[config.mk]
export PLATFORM = sky130hd
export DESIGN_NAME = obbc_trig
export DESIGN_NICKNAME = d
export VERILOG_FILES = /design/src/obb_pair_collision_test_core_defines.svh /design/src/obbc_pkg.sv /design/src/obbc_trig.sv
export SDC_FILE = /design/constraint.sdc
export NUM_CORES = 1
export LEC_CHECK = 0
export BUFFER_PORTS_ARGS = -buffer_cell sky130_fd_sc_hd__clkbuf_2
export CAP_MARGIN = 15
export CELL_PAD_IN_SITES_DETAIL_PLACEMENT = 1
export CELL_PAD_IN_SITES_GLOBAL_PLACEMENT = 2
export CORE_UTILIZATION = 30
export CTS_CLUSTER_DIAMETER = 50
export DETAILED_ROUTE_END_ITERATION = 7
export GPL_TIMING_DRIVEN = 0
export PLACE_DENSITY_LB_ADDON = 0.1
export SLEW_MARGIN = 15
export SYNTH_ARGS = -nofsm -noshare
export SYNTH_HDL_FRONTEND = slang
export SYNTH_SLANG_ARGS = --single-unit
[constraint.sdc]
create_clock -name clk -period 21.2 [get_ports clk]
set_clock_uncertainty 0.2 [all_clocks]
set_input_delay 2.12 -clock clk [delete_from_list [all_inputs] [get_ports clk]]
set_output_delay 2.12 -clock clk [all_outputs]
set_load 0.005 [all_outputs]
[src/obb_pair_collision_test_core_defines.svh]
`ifndef OBB_PAIR_COLLISION_TEST_CORE_DEFINES_SVH
`define OBB_PAIR_COLLISION_TEST_CORE_DEFINES_SVH
// assertion helpers
`define OBB_ASSERT_IMPL(lbl, ante, cons) \
    lbl: assert property (@(posedge clk) disable iff (!rst_n) (ante) |-> (cons)) \
        else $error("obb check failed");
`define OBB_ASSERT_NEXT(lbl, ante, cons) \
    lbl: assert property (@(posedge clk) disable iff (!rst_n) (ante) |=> (cons)) \
        else $error("obb check failed");
`endif

[src/obbc_pkg.sv]
package obbc_pkg;
    localparam int CW = 24;
    localparam int SW = 16;
    localparam int TW = 16;
    localparam int QW = 15;
    localparam int PW = 48;
    localparam int XW = 56;

    typedef logic signed [QW+1:0] trig_t;

    function automatic logic [TW-1:0] sine_tab(input logic [5:0] i);
        logic [TW-1:0] r;
        begin
            unique case (i)
                6'd0: r = 16'd0;      6'd1: r = 16'd804;    6'd2: r = 16'd1606;
                6'd3: r = 16'd2404;   6'd4: r = 16'd3196;   6'd5: r = 16'd3981;
                6'd6: r = 16'd4756;   6'd7: r = 16'd5520;   6'd8: r = 16'd6270;
                6'd9: r = 16'd7005;   6'd10: r = 16'd7723;  6'd11: r = 16'd8423;
                6'd12: r = 16'd9102;  6'd13: r = 16'd9760;  6'd14: r = 16'd10394;
                6'd15: r = 16'd11003; 6'd16: r = 16'd11585; 6'd17: r = 16'd12140;
                6'd18: r = 16'd12665; 6'd19: r = 16'd13160; 6'd20: r = 16'd13623;
                6'd21: r = 16'd14053; 6'd22: r = 16'd14449; 6'd23: r = 16'd14811;
                6'd24: r = 16'd15137; 6'd25: r = 16'd15426; 6'd26: r = 16'd15679;
                6'd27: r = 16'd15893; 6'd28: r = 16'd16069; 6'd29: r = 16'd16207;
                6'd30: r = 16'd16305; 6'd31: r = 16'd16364; 6'd32: r = 16'd16384;
                default: r = 16'd0;
            endcase
            return r;
        end
    endfunction

    function automatic trig_t fx_sin(input logic [15:0] a);
        logic [1:0] quad;
        logic [14:0] u;
        logic [4:0] idx;
        logic [8:0] frac;
        logic [TW-1:0] t0;
        logic [TW-1:0] t1;
        logic [25:0] prod;
        logic [TW-1:0] s;
        begin
            quad = a[15:14];
            u = (quad[0]) ? (15'd16384 - {1'b0, a[13:0]}) : {1'b0, a[13:0]};
            idx = u[13:9];
            frac = u[8:0];
            t0 = sine_tab({1'b0, idx});
            t1 = sine_tab({1'b0, idx} + 6'd1);
            prod = 26'(t1 - t0) * 26'(frac) + 26'd256;
            s = u[14] ? 16'd16384 : t0 + 16'(prod >> 9);
            return quad[1] ? -trig_t'({1'b0, s}) : trig_t'({1'b0, s});
        end
    endfunction
endpackage

[src/obbc_trig.sv]
module obbc_trig #(
    parameter int ANGLE_BITS = 16
) (
    input  logic                  clk,
    input  logic [15:0]           heading,
    input  logic                  en,
    output obbc_pkg::trig_t       cos_v,
    output obbc_pkg::trig_t       sin_v
);
    import obbc_pkg::*;
    logic [15:0] q;
    assign q = (heading >> (16 - ANGLE_BITS)) << (16 - ANGLE_BITS);
    always_ff @(posedge clk)
    begin
        if (en)
        begin
            cos_v <= fx_sin(q + 16'd16384);
            sin_v <= fx_sin(q);
        end
    end
endmodule

==> flow_summary.ini, run 1 <==
[sta]
relSlewSlack_pct = 18.6
fmax_mhz = 53.8
fin_ws_ns = 2.63
rsz0062_at_grt = false
worstMarginPinSlew_ns = 1.21
tns_ns = 0
finalSetupViolCount = 0
slew_viol_final = 0
layout_min_cycle_time_ns = 18.57
fin_crit_sh_pct = 87.6
hold_viol_final = 0

[detailed_routing]
viasPerCell = 5.22
vias = 17500
avgRoutedWirePerCell_um = 21.3
drc = 0
wirelength_mm = 71.5
ant_nets = 0
drtIter0Drc = 965
drtPass1Iterations = 5

[outcome]
status = completed

[clocking]
cts-resized-gates = 0
cts_buffers = 5
post_cts_buffers = 0
path_clk_slew_ns = 0.05
cts_tree = yes
clockBufferDepth = 2
htreeDepth = 2
clockRootBuffer = clkbuf_16
cts.sinks = 34
holdBufCountCts = 0

[logic_synthesis]
netlist_instances = 2462
yosysSeqAreaShare_pct = 5.32
synthTopCellsByArea = fa_1, ha_1, inv_1
synth_top_area_share_pct = 25.9
synthesis.area_um2 = 19200
synth.avg_cell_area_um2 = 7.80
syn_nets = 2954
ys_ff_latch = 34
synth_top_flop_cell = edfxtp_1
synth-edff-count = 34
async_reset_ff_share_pct = 0
yosys.cell_types.count = 88
synth_largest_area_cell = fa_1
yosysWarnings = 0

[global_routing]
grt_pass1_wl_mm = 111
overflow = 0
grt_usage_pct = 22.2
grt_max_degree = 35
grt_antenna_before_repair = 3
first_global_vias = 18300

[critical_path]
cpMaxStageDelayCell = clkbuf_1
worstPathRequired_ns = 21.01
crit_type = input port to flip-flop
cp-end-kind = flip-flop
crit_arrival_ns = 18.38
critPathMaxStageDelay_ns = 0.65
cp-start-kind = input port
crit_path_frequent_cell = clkbuf_1
path_max_fanout = 14

[placement]
place_ws_ns = 2.29
place_congestion = 0.879
numPortBuffers = 43
hpwlAfterDp_mm = 61.0

[floorplanning]
core_um2 = 63200
row_count = 92
die_area_um2 = 65000
die_w_um = 255
initial_core_util_pct = 30.4
io_pins = 52
die_h_um = 255

[final_layout]
drive_gt1_share_pct = 4.69
fin_nets = 3005
fillers = 7678
post-route-util_pct = 32.6
layout-area-overhead-vs-synth_pct = 7.42

[min_path]
whs_path_depth = 3
whs_endpoint = sin_v[14]
worst_hold_path_type = input port to flip-flop
min_from = heading[15]

[flow_run]
drv_cap = 0
-- worst max-delay path, delay by kind of cell --
| family | cells | cell delay, ns |
|---|---|---|
| AOI/OAI and AO/OA | 17 | 4.43 |
| xor gates and xnor gates | 5 | 1.28 |
| adders and majority gates | 11 | 4.88 |
| and+or+nand+nor | 9 | 1.87 |
| buffers and inverters | 14 | 3.77 |
-- final cells by class --
| cell class | instances | area (um^2) | area share (%) |
|---|---|---|---|
| Inverter | 401 | 1510 | 7.30 |
| Tap cell | 846 | 1060 | 5.13 |
| Multi-Input combinational cell | 1924 | 16300 | 78.8 |
| Antenna cell | 1 | 2.50 | 0.0121 |
| Clock buffer | 5 | 125 | 0.607 |
| Buffer | 103 | 427 | 2.07 |
| Sequential cell | 34 | 1020 | 4.95 |
| Timing Repair Buffer | 44 | 223 | 1.08 |
| Clock inverter | 3 | 16.3 | 0.0788 |
-- sequential cells by signal, indices dropped and copies added, names as in the netlist --
name	count
cos_v	17
sin_v	17
-- layout by cell type (no fill, tap or decap), types with 27 or more instances in the layout --
| cell | netlist | layout |
|---|---|---|
| inv_1 | 399 | 399 |
| nor2_1 | 259 | 259 |
| nand2_1 | 255 | 255 |
| fa_1 | 248 | 248 |
| ha_1 | 226 | 226 |
| a21oi_1 | 123 | 123 |
| xnor2_1 | 106 | 106 |
| o21ai_0 | 94 | 94 |
| clkbuf_1 | 82 | 82 |
| nand3_1 | 56 | 56 |
| xor2_1 | 56 | 56 |
| nor3_1 | 53 | 53 |
| clkbuf_2 | 0 | 43 |
| and2_1 | 34 | 34 |
| edfxtp_1 | 34 | 34 |
| nor2b_1 | 32 | 32 |
| a31oi_1 | 31 | 31 |
| o211ai_1 | 27 | 27 |
-- layer usage --
metal | global-route usage, % | vias up | share of wire (%)
met4 | 3.99 | 0 | 1.8
met3 | 2.09 | 61 | 3.9
li1 | - | 8284 | -
met5 | 0 | - | 0
met1 | 34.3 | 8849 | 52
met2 | 33.2 | 347 | 42
-- worst max path at each step --
stage / slack [ns] / depth (start not counted) / endpoint / startpoint
6_report: 2.63 / 56 / sin_v[15] / heading[0]
5_1_grt: 1.66 / 56 / sin_v[15] / heading[0]
4_1_cts: 2.51 / 53 / cos_v[16] / heading[0]
3_5_place_dp: 2.29 / 53 / cos_v[16] / heading[0]
3_3_place_gp: 2.37 / 53 / cos_v[16] / heading[0]
2_1_floorplan: 6.68 / 56 / sin_v[15] / heading[0]
-- synth_stat cells, types with 53 or more instances --
cell and instances:
nor3_1 53, nand3_1 56, xor2_1 56, ha_1 226
clkbuf_1 82, a21oi_1 123, fa_1 248, nor2_1 259
inv_1 399, nand2_1 255, o21ai_0 94, xnor2_1 106
-- stage by stage --
stage / hold WS, ns / cells / instance area [um^2]
finish: 2.35 / 3361 / 20600
detailed placement: 2.32 / 3351 / 20500
floorplan: 2.03 / 2462 / 19200
global route: 2.39 / 3360 / 20600
global placement: 2.32 / 3351 / 20500
CTS: 2.36 / 3359 / 20600
-- kinds of logic (layout without fill, tap and decap cells) --
group | count (synthesis) | count (layout) | synth area share (%)
XOR/XNOR | 167 | 167 | 7.81
multiplexers | 10 | 10 | 0.534
flip-flops | 34 | 34 | 5.32
other | 0 | 1 | 0
AND/OR/NAND/NOR | 787 | 787 | 18.7
AO/OA/AOI/OAI | 486 | 486 | 17.0
adder cells (fa/ha/maj) | 474 | 474 | 40.6
buffers and inverters | 504 | 556 | 10.1
Power of run 1 is left out: the tool's default activity adds up to more than one toggle a clock period on the data nets, which glitch-free logic cannot reach.
==> inputs of run 2 (changes only) <==
==> constraint.sdc (replaced) <==
create_clock -name clk -period 16.5 [get_ports clk]
set_clock_uncertainty 0.2 [all_clocks]
set_input_delay 1.65 -clock clk [delete_from_list [all_inputs] [get_ports clk]]
set_output_delay 1.65 -clock clk [all_outputs]
set_load 0.005 [all_outputs]
==> run 2 against run 1 <==
Die area did not move. Count of clock-buffer cells in the layout did not move. Sequential cell count did not move.
==> flow_summary.ini, run 2 (synthesized netlist as in run 1, its figures left out) <==
[outcome]
status = completed

[floorplanning]
die_area_um2 = 65000
row_count = 92
initial_core_util_pct = 30.4
die_h_um = 255
io_pins = 52
die_w_um = 255
core_um2 = 63200

[min_path]
worst_hold_path_type = input port to flip-flop

[sta]
layout_min_cycle_time_ns = 15.73
worstMarginPinSlew_ns = 1.21
slew_viol_final = 0
relSlewSlack_pct = 18.8
fmax_mhz = 63.6
fin_ws_ns = 0.766
whs_ns = 1.88
hold_viol_final = 0
fin_crit_sh_pct = 95.4
rsz0062_at_grt = false
finalSetupViolCount = 0

[placement]
place_ws_ns = -1.94
placedCellCount = 3351
hpwlAfterDp_mm = 61.0
place_congestion = 0.879
placed_cell_area_um2 = 20500
numPortBuffers = 43

[global_routing]
grt_max_degree = 35
first_global_vias = 18400
overflow = 0
grt_pass1_wl_mm = 111
grt_antenna_before_repair = 3
grt_usage_pct = 22.2

[final_layout]
final_cell_mix = inv_1, nor2_1, nand2_1
final_common_cell = inv_1
drive_gt1_share_pct = 6.32
stdcell_count = 3362
layout-area-overhead-vs-synth_pct = 8.53
fillers = 7659
antenna_cells = 0
fin_nets = 3007
fin_area_um2 = 20800
reg_top3 = cos_v: 17 flops, sin_v: 17 flops

[critical_path]
cpMaxStageDelayCell = a311oi_1
crit_type = input port to flip-flop
worstPathRequired_ns = 16.31
critPathMaxStageDelay_ns = 0.70
crit_arrival_ns = 15.54
crit_family = compound AO/OA/AOI/OAI gates
path_max_fanout = 14
cp-end-kind = flip-flop
worst-path-buf-inv = 12
cp-start-kind = input port

[detailed_routing]
dr_wl_met3_mm = 2.87
viasPerCell = 5.22
avgRoutedWirePerCell_um = 21.3
wl_met1_mm = 37.3
drtIter0Drc = 1023
drc = 0
drtPass1Iterations = 7
ant_nets = 0
wirelength_mm = 71.6
route.met2.wl_mm = 30.3
vias = 17600
highest_layer = met4

[clocking]
cts_buffers = 5
cts_tree = yes
holdBufCountCts = 0
path_clk_slew_ns = 0.05
cts.sinks = 34
htreeDepth = 2
clockRootBuffer = clkbuf_16
clockBufferDepth = 2

[flow_run]
drv_cap = 0
run 2: cell types whose count changed in the layout (fill, tap and decap cells not counted), sizes merged:
cell | previous run | this run
clkinv | 3 | 2
clkbuf | 130 | 127
diode | 1 | 0
buf | 22 | 27
clkinvlp | 1 | 2
run 2: path summary, 6_finish.rpt:
kind | start | to | slack (ns) | depth (start not counted)
setup / recovery | heading[0] | sin_v[15] | 0.77 | 56
hold / removal | heading[15] | sin_v[14] | 1.88 | 3
run 2: area by class of cell:
cell class                 count  area [um^2]  area share, %
timing repair buffer          49          273           1.31
tap                          846         1060           5.08
multi-input combinational   1924        16400           78.7
inverter                     401         1510           7.24
sequential                    34         1020           4.90
buffer                       100          432           2.07
clock inverter                 3         16.3         0.0780
clock buffer                   5          125          0.600
run 2: per-layer routing:
| metal | GRT usage [%] | up-vias |
|---|---|---|
| met2 | 33.3 | 367 |
| met1 | 34.3 | 8865 |
| li1 | - | 8273 |
| met3 | 2.05 | 57 |
| met5 | 0 | - |
| met4 | 3.93 | 0 |
run 2: timing repair:
action / 4_1_cts / 5_1_grt
buffers inserted: 2 / 3
setup endpoints to repair: 18 / 10
gates cloned: 0 / 0
hold endpoints to repair: 0 / 0
pin swaps: 1 / 3
resized for setup: 20 / 25
run 2: metrics by stage:
step	TNS, ns	utilization [%]
2_1_floorplan	0	-
3_3_place_gp	-19.22	32.4
3_5_place_dp	-20.89	32.4
4_1_cts	0	32.8
5_1_grt	0	33.0
6_report	0	33.0
Power of run 2 is left out for the same reason.
